`src/sv/afs_pkg.sv`:
```
`timescale 1ns / 1ps
// ----------------------------------------------------------------------------
// afs_pkg: shared types and constants of the frame sequencer
// Register offsets, frame step positions and the length load table.
// ----------------------------------------------------------------------------
package afs_pkg;

	localparam logic [13:0] FOUR_STEP_LEN = 14'd14916;
	localparam logic [14:0] FIVE_STEP_LEN = 15'd18640;
	localparam logic [14:0] STEP_ONE      = 15'd3729;
	localparam logic [14:0] STEP_TWO      = 15'd7458;
	localparam logic [14:0] STEP_THREE    = 15'd11187;
	localparam logic [11:0] PERIOD_MAX    = 12'h7ff;

	localparam logic [4:0] A_VOL0   = 5'h00;
	localparam logic [4:0] A_SWP0   = 5'h01;
	localparam logic [4:0] A_LO0    = 5'h02;
	localparam logic [4:0] A_HI0    = 5'h03;
	localparam logic [4:0] A_VOL1   = 5'h04;
	localparam logic [4:0] A_SWP1   = 5'h05;
	localparam logic [4:0] A_LO1    = 5'h06;
	localparam logic [4:0] A_HI1    = 5'h07;
	localparam logic [4:0] A_TRI    = 5'h08;
	localparam logic [4:0] A_TRILEN = 5'h0b;
	localparam logic [4:0] A_VOL2   = 5'h0c;
	localparam logic [4:0] A_NOILEN = 5'h0f;
	localparam logic [4:0] A_ENABLE = 5'h15;
	localparam logic [4:0] A_FRAME  = 5'h17;

	typedef struct packed {
		logic quarter;
		logic half;
	} frame_evt_t;

	function automatic logic [7:0] len_lookup(input logic [4:0] idx);
		logic [7:0] r;
		case (idx)
			5'd0: r = 8'd10;   5'd1: r = 8'd254; 5'd2: r = 8'd20;  5'd3: r = 8'd2;
			5'd4: r = 8'd40;   5'd5: r = 8'd4;   5'd6: r = 8'd80;  5'd7: r = 8'd6;
			5'd8: r = 8'd160;  5'd9: r = 8'd8;   5'd10: r = 8'd60; 5'd11: r = 8'd10;
			5'd12: r = 8'd14;  5'd13: r = 8'd12; 5'd14: r = 8'd26; 5'd15: r = 8'd14;
			5'd16: r = 8'd12;  5'd17: r = 8'd16; 5'd18: r = 8'd24; 5'd19: r = 8'd18;
			5'd20: r = 8'd48;  5'd21: r = 8'd20; 5'd22: r = 8'd96; 5'd23: r = 8'd22;
			5'd24: r = 8'd192; 5'd25: r = 8'd24; 5'd26: r = 8'd72; 5'd27: r = 8'd26;
			5'd28: r = 8'd16;  5'd29: r = 8'd28; 5'd30: r = 8'd32; 5'd31: r = 8'd30;
			default: r = 8'd0;
		endcase
		return r;
	endfunction

	// sweep target, clamped at zero; bit 11 flags overflow past 0x7ff
	function automatic logic [11:0] sweep_target(input logic [10:0] p,
		input logic [7:0] s, input logic ones);
		logic [11:0] d;
		logic [12:0] t;
		d = {1'b0, p >> s[2:0]};
		if (s[3]) begin
			t = {2'b00, p} - {1'b0, d} - {12'd0, ones};
			if (t[12]) t = 13'd0;
		end else begin
			t = {2'b00, p} + {1'b0, d};
		end
		return t[11:0];
	endfunction

endpackage

```
`src/sv/afs_timer.sv`:
```
`timescale 1ns / 1ps
// ----------------------------------------------------------------------------
// afs_timer: frame step counters
// Two wrapping counters, decoded to quarter and half frame events.
// ----------------------------------------------------------------------------
module afs_timer (
	input  logic               clk,
	input  logic               arst_n,
	input  logic               tick,
	input  logic               five,
	output afs_pkg::frame_evt_t evt,
	output logic               wrap4
);
	import afs_pkg::*;

	logic [13:0] cnt4_q;
	logic [14:0] cnt5_q;
	logic [14:0] pos;

	assign pos = five ? cnt5_q : {1'b0, cnt4_q};
	assign evt.quarter = (pos == STEP_ONE) || (pos == STEP_THREE) ||
		(pos == STEP_TWO) || (pos == 15'd0);
	assign evt.half = (pos == STEP_TWO) || (pos == 15'd0);
	assign wrap4 = (cnt4_q == 14'd0);

	always_ff @(posedge clk or negedge arst_n) begin
		if (!arst_n) begin
			cnt4_q <= '0;
			cnt5_q <= '0;
		end else if (tick) begin
			cnt4_q <= (cnt4_q == FOUR_STEP_LEN - 14'd1) ? 14'd0 : cnt4_q + 14'd1;
			cnt5_q <= (cnt5_q == FIVE_STEP_LEN - 15'd1) ? 15'd0 : cnt5_q + 15'd1;
		end
	end

	assert property (@(posedge clk) disable iff (!arst_n) evt.half |-> evt.quarter)
		else $error("half frame without quarter frame");
	assert property (@(posedge clk) disable iff (!arst_n) cnt4_q < FOUR_STEP_LEN)
		else $error("four step counter out of range");
	assert property (@(posedge clk) disable iff (!arst_n) cnt5_q < FIVE_STEP_LEN)
		else $error("five step counter out of range");

endmodule

```
`src/sv/apu_frame_sequencer.sv`:
```
`timescale 1ns / 1ps
// ----------------------------------------------------------------------------
// apu_frame_sequencer: sound unit frame sequencer
// Ticks and register writes in, one status word out per input word.
// ----------------------------------------------------------------------------
// Input channel: in_valid/in_stall with req_type, reg_addr, write_data. A word
// is either one tick of the sound unit or a register write at 0x4000+addr.
// Output channel: out_valid/out_stall carries one status word per input word:
// IRQ flag, frame events of this tick, pulse periods, sweep mutes, envelope
// levels, linear counter and length counter activity.
// All state updates in the cycle the word is taken; the status word appears
// in the output register in the next cycle. One word per cycle is taken,
// limited only by the single output register: the input is stalled only
// while a status word is held and the receiver stalls.
// Reset clears every counter and state register and empties the output register.
// ----------------------------------------------------------------------------
module apu_frame_sequencer (
	input  logic        clk,
	input  logic        arst_n,
	input  logic        in_valid,
	output logic        in_stall,
	input  logic        req_type,
	input  logic [4:0]  reg_addr,
	input  logic [7:0]  write_data,
	output logic        out_valid,
	input  logic        out_stall,
	output logic        frame_irq,
	output logic        quarter_frame,
	output logic        half_frame,
	output logic [10:0] pulse1_period,
	output logic [10:0] pulse2_period,
	output logic [1:0]  sweep_mute,
	output logic [3:0]  pulse1_decay,
	output logic [3:0]  pulse2_decay,
	output logic [3:0]  noise_decay,
	output logic [6:0]  linear_level,
	output logic [3:0]  length_active
);
	import afs_pkg::*;

	logic       take, tick, wr;
	frame_evt_t evt, ev;
	logic       wrap4;

	logic [1:0]  mode_q;
	logic        irq_q;
	logic [7:0]  vol_q [3];
	logic [7:0]  swp_q [2];
	logic [7:0]  tri_q;
	logic [3:0]  en_q;
	logic [10:0] per_q [2];
	logic [2:0]  est_q;
	logic [3:0]  ediv_q [3];
	logic [3:0]  edec_q [3];
	logic [6:0]  lin_q;
	logic        lrl_q;
	logic [7:0]  len_q [4];
	logic [2:0]  sdiv_q [2];
	logic [1:0]  srl_q;

	logic [1:0]  mode_d;
	logic        irq_d;
	logic [7:0]  vol_d [3];
	logic [7:0]  swp_d [2];
	logic [7:0]  tri_d;
	logic [3:0]  en_d;
	logic [10:0] per_d [2];
	logic [2:0]  est_d;
	logic [3:0]  ediv_d [3];
	logic [3:0]  edec_d [3];
	logic [6:0]  lin_d;
	logic        lrl_d;
	logic [7:0]  len_d [4];
	logic [2:0]  sdiv_d [2];
	logic [1:0]  srl_d;
	logic [1:0]  mute_d;
	logic [3:0]  act_d;
	logic [11:0] tgt [2];
	logic [11:0] tgt_d [2];

	assign in_stall = out_valid && out_stall;
	assign take = in_valid && !in_stall;
	assign tick = take && !req_type;
	assign wr   = take && req_type;
	assign ev.quarter = tick && evt.quarter;
	assign ev.half    = tick && evt.half;

	afs_timer u_timer (
		.clk   (clk),
		.arst_n(arst_n),
		.tick  (tick),
		.five  (mode_q[1]),
		.evt   (evt),
		.wrap4 (wrap4)
	);

	always_comb begin
		mode_d = mode_q; irq_d = irq_q; tri_d = tri_q; en_d = en_q;
		est_d = est_q; lin_d = lin_q; lrl_d = lrl_q; srl_d = srl_q;
		vol_d = vol_q; swp_d = swp_q; per_d = per_q; ediv_d = ediv_q;
		edec_d = edec_q; len_d = len_q; sdiv_d = sdiv_q;
		for (int i = 0; i < 2; i++)
			tgt[i] = sweep_target(per_q[i], swp_q[i], (i == 0));
		if (wr) begin
			case (reg_addr)
				A_VOL0: vol_d[0] = write_data;
				A_VOL1: vol_d[1] = write_data;
				A_VOL2: vol_d[2] = write_data;
				A_SWP0: begin swp_d[0] = write_data; srl_d[0] = 1'b1; end
				A_SWP1: begin swp_d[1] = write_data; srl_d[1] = 1'b1; end
				A_LO0: per_d[0][7:0] = write_data;
				A_LO1: per_d[1][7:0] = write_data;
				A_HI0: begin
					per_d[0][10:8] = write_data[2:0];
					if (en_q[0]) len_d[0] = len_lookup(write_data[7:3]);
					est_d[0] = 1'b1;
				end
				A_HI1: begin
					per_d[1][10:8] = write_data[2:0];
					if (en_q[1]) len_d[1] = len_lookup(write_data[7:3]);
					est_d[1] = 1'b1;
				end
				A_TRI: tri_d = write_data;
				A_TRILEN: begin
					if (en_q[2]) len_d[2] = len_lookup(write_data[7:3]);
					lrl_d = 1'b1;
				end
				A_NOILEN: begin
					if (en_q[3]) len_d[3] = len_lookup(write_data[7:3]);
					est_d[2] = 1'b1;
				end
				A_ENABLE: begin
					en_d = write_data[3:0];
					for (int c = 0; c < 4; c++)
						if (!write_data[c]) len_d[c] = 8'd0;
				end
				A_FRAME: begin
					mode_d = write_data[7:6];
					if (write_data[6]) irq_d = 1'b0;
				end
				default: ;
			endcase
		end
		if (ev.quarter) begin
			for (int i = 0; i < 3; i++) begin
				if (est_q[i]) begin
					est_d[i] = 1'b0;
					edec_d[i] = 4'd15;
					ediv_d[i] = vol_q[i][3:0];
				end else if (ediv_q[i] == 4'd0) begin
					ediv_d[i] = vol_q[i][3:0];
					if (edec_q[i] != 4'd0) edec_d[i] = edec_q[i] - 4'd1;
					else if (vol_q[i][5]) edec_d[i] = 4'd15;
				end else begin
					ediv_d[i] = ediv_q[i] - 4'd1;
				end
			end
			if (lrl_q) lin_d = tri_q[6:0];
			else if (lin_q != 7'd0) lin_d = lin_q - 7'd1;
			if (!tri_q[7]) lrl_d = 1'b0;
		end
		if (ev.half) begin
			for (int c = 0; c < 4; c++) begin
				if (!en_q[c]) len_d[c] = 8'd0;
				else if (len_q[c] != 8'd0 &&
					!((c == 2) ? tri_q[7] : (c == 3) ? vol_q[2][5] : vol_q[c][5]))
					len_d[c] = len_q[c] - 8'd1;
			end
			for (int i = 0; i < 2; i++) begin
				if (sdiv_q[i] == 3'd0 && swp_q[i][7] && swp_q[i][2:0] != 3'd0 &&
					!(per_q[i] < 11'd8 || tgt[i] > PERIOD_MAX))
					per_d[i] = tgt[i][10:0];
				if (sdiv_q[i] == 3'd0 || srl_q[i]) begin
					sdiv_d[i] = swp_q[i][6:4];
					srl_d[i] = 1'b0;
				end else begin
					sdiv_d[i] = sdiv_q[i] - 3'd1;
				end
			end
		end
		if (tick && wrap4 && !mode_q[1] && !mode_q[0]) irq_d = 1'b1;
		for (int i = 0; i < 2; i++) begin
			tgt_d[i] = sweep_target(per_d[i], swp_d[i], (i == 0));
			mute_d[i] = (per_d[i] < 11'd8) || (tgt_d[i] > PERIOD_MAX);
		end
		for (int c = 0; c < 4; c++)
			act_d[c] = (len_d[c] != 8'd0);
	end

	always_ff @(posedge clk or negedge arst_n) begin
		if (!arst_n) begin
			mode_q <= '0; irq_q <= 1'b0; tri_q <= '0; en_q <= '0; est_q <= '0;
			lin_q <= '0; lrl_q <= 1'b0; srl_q <= '0;
			for (int i = 0; i < 3; i++) begin
				vol_q[i] <= '0; ediv_q[i] <= '0; edec_q[i] <= '0;
			end
			for (int i = 0; i < 2; i++) begin
				swp_q[i] <= '0; per_q[i] <= '0; sdiv_q[i] <= '0;
			end
			for (int c = 0; c < 4; c++) len_q[c] <= '0;
		end else if (take) begin
			mode_q <= mode_d; irq_q <= irq_d; tri_q <= tri_d; en_q <= en_d;
			est_q <= est_d; lin_q <= lin_d; lrl_q <= lrl_d; srl_q <= srl_d;
			vol_q <= vol_d; swp_q <= swp_d; per_q <= per_d; ediv_q <= ediv_d;
			edec_q <= edec_d; len_q <= len_d; sdiv_q <= sdiv_d;
		end
	end

	always_ff @(posedge clk or negedge arst_n) begin
		if (!arst_n) out_valid <= 1'b0;
		else if (!in_stall) out_valid <= in_valid;
	end

	always_ff @(posedge clk) begin
		if (take) begin
			frame_irq     <= irq_d;
			quarter_frame <= ev.quarter;
			half_frame    <= ev.half;
			pulse1_period <= per_d[0];
			pulse2_period <= per_d[1];
			sweep_mute    <= mute_d;
			pulse1_decay  <= edec_d[0];
			pulse2_decay  <= edec_d[1];
			noise_decay   <= edec_d[2];
			linear_level  <= lin_d;
			length_active <= act_d;
		end
	end

	assert property (@(posedge clk) disable iff (!arst_n)
		take |=> out_valid)
		else $error("taken word produced no status word");
	assert property (@(posedge clk) disable iff (!arst_n)
		(take && req_type) |=> !quarter_frame && !half_frame)
		else $error("frame event on a register write");
	assert property (@(posedge clk) disable iff (!arst_n)
		(take && !req_type && mode_q[1]) |=> frame_irq == $past(irq_q))
		else $error("irq raised in five step mode");

endmodule

```
`config.mk`:
```
export PLATFORM = sky130hd
export DESIGN_NAME = apu_frame_sequencer
export DESIGN_NICKNAME = d
export VERILOG_FILES = /design/src/sv/afs_pkg.sv /design/src/sv/afs_timer.sv /design/src/sv/apu_frame_sequencer.sv
export SDC_FILE = /design/constraint.sdc
export NUM_CORES = 1
export LEC_CHECK = 0
export ABC_AREA = 1
export BUFFER_PORTS_ARGS = -buffer_cell sky130_fd_sc_hd__buf_2
export CAP_MARGIN = 5
export CORE_MARGIN = 5
export CORE_UTILIZATION = 42
export CTS_CLUSTER_DIAMETER = 40
export CTS_CLUSTER_SIZE = 16
export DETAILED_ROUTE_END_ITERATION = 8
export PLACE_DENSITY = 0.59
export SETUP_SLACK_MARGIN = 0.15
export SYNTH_ARGS = -nofsm -noshare
export SYNTH_HDL_FRONTEND = slang
export SYNTH_SLANG_ARGS = --single-unit
```
`constraint.sdc`:
```
create_clock -name clk -period 8.5 [get_ports clk]
set_input_delay 1.275 -clock clk [delete_from_list [all_inputs] [get_ports clk]]
set_output_delay 1.275 -clock clk [all_outputs]
set_load 0.02 [all_outputs]
```
# --- Yosys cells after proc, flatten, opt, wreduce, memory -nomap -nowiden ---
# Memory sizes are Yosys's and may differ from the RTL's.
# Index checks and enable logic that the tools add are counted.
op_classes:
  addsub: 25
  mul: 0
  div_mod_pow: 0
  n_lt_le_gt_ge: 8
  eq_ne: 18
  shift: 4
  muxes: 90
  n_bitwise: 0
  n_reduce_logical: 71
ops:
  columns: ["op", "n"]
  rows:
  - ["2-to-1 mux 8 bit", 19]
  - ["2-to-1 mux 12 bit", 10]
  - ["2-to-1 mux 4 bit", 19]
  - ["2-to-1 mux 32 bit", 2]
  - ["one-hot mux 8 bit (2 select lines)", 4]
  - ["nonzero test 8 bit", 8]
  - ["adder 11 x 11 -> 12 bit", 4]
  - ["greater-than comparator 12 x 11 -> 1 bit (second input constant)", 4]
  - ["subtractor 11 x 11 -> 12 bit", 4]
  - ["less-than comparator 11 x 4 -> 1 bit (second input constant)", 4]
  - ["2-to-1 mux 22 bit", 2]
  - [">> shifter 11 x 3 -> 11 bit", 4]
  - ["subtractor 8 x 1 -> 8 bit (second input constant)", 4]
  - ["2-to-1 mux 15 bit", 2]
  - ["subtractor 12 x 2 -> 13 bit (second input constant)", 2]
  - ["AND reduction 3 bit", 8]
  - ["subtractor 4 x 1 -> 4 bit (second input constant)", 6]
  - ["2-to-1 mux 11 bit", 2]
  - ["2-to-1 mux 7 bit", 3]
  - ["== test 5 x 3 -> 1 bit (second input constant)", 4]
  - ["== test 5 x 4 -> 1 bit (second input constant)", 4]
  - ["logical AND 1 bit", 19]
  - ["2-to-1 mux 1 bit", 18]
  - ["2-to-1 mux 3 bit", 6]
  - ["other kinds (25)", 54]
totals:
  register_bits: 226
  latchBits: 0
  ram_bits: 0
  rom_bits: 896
  input_bits: 18
  wordCells: 263
  mem_count: 4
memory_table:
  columns: ["memory", "depth", "width", "rd", "rd_ports_with_merged_regs", "wr", "line_no", "text"]
  rows:
  - ["(name not given)", 32, 7, 1, 0, 0, "afs_pkg.sv:37", "case (idx)"]
  - ["(name not given)", 32, 7, 1, 0, 0, "afs_pkg.sv:37", null]
  - ["(name not given)", 32, 7, 1, 0, 0, "afs_pkg.sv:37", null]
  - ["(name not given)", 32, 7, 1, 0, 0, "afs_pkg.sv:37", null]

# --- Depth between registers and ports, before layout ---
logic_depth:
  word_depth: 18
  ltp_mapped: 46
  mapped_depth_nobuf: 44

# --- By module ---
# From an unflattened synthesis, not the netlist that was laid out.
hier_totals:
  hier_cells: 2554
  area_unflattened_um2: 17585.6
modules_own_cells:
  columns: ["module", "instances", "cells_per_inst", "area_each_um2", "seq_area_each_um2"]
  rows:
  - ["apu_frame_sequencer", 1, 2216, 15442.3, 5104.9]
  - ["afs_timer", 1, 338, 2143.3, 725.7]

# --- Worst setup path after synthesis ---
# No wires, ideal clock.
synth_path:
  kind: "flip-flop to flip-flop"
  from: "register swp_q[8] (netlist name)"
  to: "register sweep_mute[0], data pin"
  setup_time_ns: 0.259
  arrival_time_ns: 5.179
  path_slack_ns: 3.062
  path_stages_with_launch: 39
  n_path_buf: 3
  period_less_slack_ns: 5.438
  path_cell_list: "dfrtp_1 -> clkbuf_1 -> clkbuf_1 -> o21ai_0 -> nand2_1 -> o211ai_1 -> ha_1 -> inv_1 -> fa_1 -> inv_1 -> nand2_1 -> a21oi_1 -> nand3_1 -> nor2_2 -> nand3_2 -> nor2_1 -> nand4_1 -> o21bai_4 -> [3 not listed] -> nand3_1 -> nand3_1 -> nand2_1 -> ha_1 -> fa_1 -> o21ai_0 -> nand2_1 -> nand2_1 -> nand2_1 -> nand2_1 -> a21oi_1 -> or2_2 -> nand2_1 -> a21oi_1 -> nor2_1 -> nor2_1 -> nand4_1 -> nand3_1"
synth_between:
  elab_chain_len: 18
synth_rtl:
  columns: ["item", "line_no", "text"]
  rows:
  - ["start: declaration", "apu_frame_sequencer.sv:48", "logic [7:0] swp_q [2];"]
  - ["start signal: assignment", "apu_frame_sequencer.sv:204", "vol_q <= vol_d; swp_q <= swp_d; per_q <= per_d; ediv_q <= ediv_d;"]
  - [">> shifter 11 x 3 -> 11 bit", "afs_pkg.sv:56", "d = {1'b0, p >> s[2:0]};"]
  - ["subtractor 11 x 11 -> 12 bit", "afs_pkg.sv:58", "t = {2'b00, p} - {1'b0, d} - {12'd0, ones};"]
  - ["subtractor 12 x 2 -> 13 bit", "afs_pkg.sv:58", null]
  - ["2-to-1 mux 12 bit", "afs_pkg.sv:59", "if (t[12]) t = 13'd0;"]
  - ["2-to-1 mux 12 bit", "afs_pkg.sv:57", "if (s[3]) begin"]
  - ["greater-than comparator 12 x 11 -> 1 bit", "apu_frame_sequencer.sv:171", "!(per_q[i] < 11'd8 || tgt[i] > PERIOD_MAX))"]
  - ["logical OR 1 bit", "apu_frame_sequencer.sv:171", null]
  - ["logical NOT 1 bit", "apu_frame_sequencer.sv:171", null]
  - ["[3 not listed]", null, null]
  - [">> shifter 11 x 3 -> 11 bit", "afs_pkg.sv:56", null]
  - ["subtractor 11 x 11 -> 12 bit", "afs_pkg.sv:58", null]
  - ["subtractor 12 x 2 -> 13 bit", "afs_pkg.sv:58", null]
  - ["2-to-1 mux 12 bit", "afs_pkg.sv:59", null]
  - ["2-to-1 mux 12 bit", "afs_pkg.sv:57", null]
  - ["greater-than comparator 12 x 11 -> 1 bit", "apu_frame_sequencer.sv:184", "mute_d[i] = (per_d[i] < 11'd8) || (tgt_d[i] > PERIOD_MAX);"]
  - ["logical OR 1 bit *", "apu_frame_sequencer.sv:184", null]
  - ["named net mute_d[0]", "apu_frame_sequencer.sv:76", "logic [1:0] mute_d;"]
  - ["end signal: assignment", "apu_frame_sequencer.sv:221", "sweep_mute <= mute_d;"]
  - ["end: declaration", "apu_frame_sequencer.sv:32", "output logic [1:0] sweep_mute,"]
# Mark *: on every way through the listed nets, which the timed path passes. The rest lies on a longest branch.
# A chain may end at the register's enable or synchronous reset.

# --- Worst setup path in the final report ---
# Ends and elaborated chain as after synthesis.

==> run metrics <==
status complete, no violations; Worst EP required around 8.9 ns; Leak Pwr around 0.01 uW; Post-Synth Adder-Cell Area 8.65%; Post-Route WL just under 50000 um; Setup WS post-layout approximately 1.8 ns; period utilization 78.6%; clk buf depth 3; largest vdd supply drop roughly 0.17 mV; post-synth top area share between 20% and 30%; final slew viol count 0; dpl ws 1.92 ns; Post-Syn Area between 0.015 and 0.02 sq mm; all-layer global routing usage between 20% and 30%; Clk Latency, worst-skew pair 0.56 ns; Die ar. approximately 0.046 sq mm; I/O Buffers 69; stages on the worst setup path 33; CP endpoint sweep_mute[0]$_DFFE_PP_; Crit Path Class register to register; routability cong. between 0.9 and 1; non-filler cells, final around 3100; drt first pass iters 6; synth cell count leaders 559 x nand2_1, 379 x inv_1, 209 x nand3_1; relative slew slack 26.3%; synth top area cells dfrtp_1 25%, nand2_1 12%, edfxtp_1 8.6%, inv_1 8.1%, ha_1 8.1%; sequential area share after synthesis between 30% and 40%; commonest register cell after synthesis dfrtp_1; row cnt 74; clk root buf clkbuf_16; Mapped Cells 2491; DP HPWL 37500 um; post-route clock skew 0.0173 ns; post-route setup TNS 0 ns; Synthesis Warnings 0; syn nets ~2600; crit end category register; die span in x around 210 um; Synth Area in XOR/XNOR between 2 and 2.5%; Worst Path Buf+Inv 2; power density cells between 200 and 300 mW/mm^2; Setup-failing EPs final 0; worst hold path class register to register; synthesis-to-layout area growth 12.9%; simple-gate area share of the yosys netlist between 20% and 30%; ANT nets after route 0; clock-pin slew on the worst setup and hold paths about 0.05 ns; Nets ~2700; Post-synth ARST share about 78%; number of max-cap violations 0; max incr delay on CP approximately 0.7 ns; largest family of logic cells by synthesized area simple AND/OR/NAND/NOR gates; Tightest Pin Transition ~1.1 ns; synth unique cells just under 70; Power, Total 5530 uW; r2r endpoint sweep_mute[0]$_DFFE_PP_; Starting Density a little over two fifths; Worst setup SP type register; RSZ-0062 raised after global routing no; Yosys reg bits 223; vias 16700; via-per-instance ratio 5.36; slowest cell on the critical path dfrtp_1; Worst setup startpoint swp_q[8]$_DFFE_PN0P_; largest net degree at the start of global routing slightly above 100; CTS tree built; Worst R2R Path Depth 33; mux share of post-synthesis cell area less than 1%; number of setup buffers added after CTS 0; Cells after DPL around 3000; CTS Hold Bufs 0; Syn Area/Cell around 7.0 sq um; GR Overflow Total 0; most common cell in the netlist nand2_1; Synth Area in Compound Gates approximately 16%; H-tree Lvls 2; first-pass GRT wire length approximately 80000 um; Final Hold Viols 0; Avg WL per Cell ~16 um; vias in the first global route approximately 16000; clock sinks 223; worst reg-to-reg setup slack around 1.8 ns; CP max FO 21; largest area contributor in the netlist dfrtp_1; minimum clock period between 6 and 7 ns; layout cells sized above 1 about 10%; delay-heaviest family, CP simple AND/OR/NAND/NOR gates; number of I/O pins 70; max frequency 150 MHz; post_cts resized 0; Chip Height about 210 um; number of DRC markers in iteration 0 1177; DRC Markers 0; core area about 0.041 sq mm; initial antenna violation count 2; number of synthesized flops with an enable pin 50; Critical R2R Launch swp_q[8]$_DFFE_PN0P_; TritonCTS buffer count 43; WP data arrival between 7 and 8 ns
-- cells by family after synthesis --
| logic type | after synthesis |
|---|---|
| AO/OA/AOI/OAI | 476 |
| buffers and inverters | 484 |
| flip-flops | 223 |
| adder cells (fa/ha/maj) | 118 |
| XOR/XNOR | 44 |
| multiplexers | 6 |
| AND/OR/NAND/NOR | 1140 |
-- report_power, final --
group | switching (uW) | internal (uW)
Sequential | 187 | 1300
Clock | 620 | 1190
Combinational | 1480 | 751
Total | 2280 | 3250
-- worst min-delay path, delay by kind of cell, from the launching register on --
kind               cells  cell delay (ns)
DFF                    1             0.34
AOI/OAI and AO/OA      1             0.06
and+or+nand+nor        1             0.05
-- metrics by stage --
step	hold slack, ns	util [%]	area, sq um
2_1_floorplan	0.446	-	17500
3_3_place_gp	0.468	44.4	18200
3_5_place_dp	0.475	44.4	18200
4_1_cts	0.488	48.2	19800
5_1_grt	0.505	48.2	19800
6_report	0.485	48.2	19800
-- final cells by class --
cell class                      instances  area, sq um
Clock buffer                           49         1140
Tap cell                              532          666
Antenna cell                            2         5.00
Multi-Input combinational cell       1784         9770
Timing Repair Buffer                   75          397
Fill cell                            4136        21200
Clock inverter                         30          407
Sequential cell                       223         5830
Inverter                              414         1560
-- how the worst min path moves through the flow --
stage | endpoint | start | slack [ns] | depth (start not counted)
after global routing | vol_q[3]$_DFFE_PN0P_ | vol_q[3]$_DFFE_PN0P_ | 0.50 | 2
after CTS | ediv_q[6]$_DFFE_PN0P_ | ediv_q[6]$_DFFE_PN0P_ | 0.49 | 2
after floorplan | tri_q[1]$_DFFE_PN0P_ | tri_q[1]$_DFFE_PN0P_ | 0.45 | 2
after detailed placement | ediv_q[6]$_DFFE_PN0P_ | ediv_q[6]$_DFFE_PN0P_ | 0.47 | 2
final | swp_q[12]$_DFFE_PN0P_ | swp_q[12]$_DFFE_PN0P_ | 0.49 | 2
after global placement | vol_q[5]$_DFFE_PN0P_ | vol_q[5]$_DFFE_PN0P_ | 0.47 | 2
-- routing by layer --
metal  GRT usage [%]  wire length [um]  up-vias
li1                -                 -     8360
met1            29.0             23100     7785
met2            34.6             22400      428
met3            3.02              2410      106
met4            8.25              1750        0
met5               0                 0        -
-- flip-flops by register name, summed over array words and instances (netlist names), 8 cells and up --
signal	count
len_q	32
per_q	22
swp_q	16
u_timer.cnt5_q	15
vol_q	15
u_timer.cnt4_q	14
edec_q	12
ediv_q	12
pulse1_period	11
pulse2_period	11
tri_q	8
-- cell usage in the layout (no fill, tap or decap), types with 6 or more instances in the layout --
cell       netlist  final
nand2_1        559    559
inv_1          379    378
nand3_1        209    209
o21ai_0        204    204
nor2_1         191    191
dfrtp_1        173    173
a21oi_1        116    116
ha_1           113    113
buf_2           16     68
edfxtp_1        50     50
nor3_1          46     46
clkbuf_16        0     43
nand4_1         37     37
xor2_1          33     33
inv_2           32     33
o211ai_1        33     33
nor4_1          26     26
nand2_2         22     22
o22ai_1         18     18
o21ai_1         14     14
xnor2_1         11     11
o21ai_2         10     10
nor2_2          10     10
or2_2            9      9
o21a_1           8      8
a221oi_1         8      8
nand3_2          7      7
inv_6            0      7
bufinv_16        0      7
clkinv_4         0      7
mux2i_1          6      6
a31oi_1          6      6
buf_4            3      6
No activity file was read; power rests on OpenSTA's default activity.
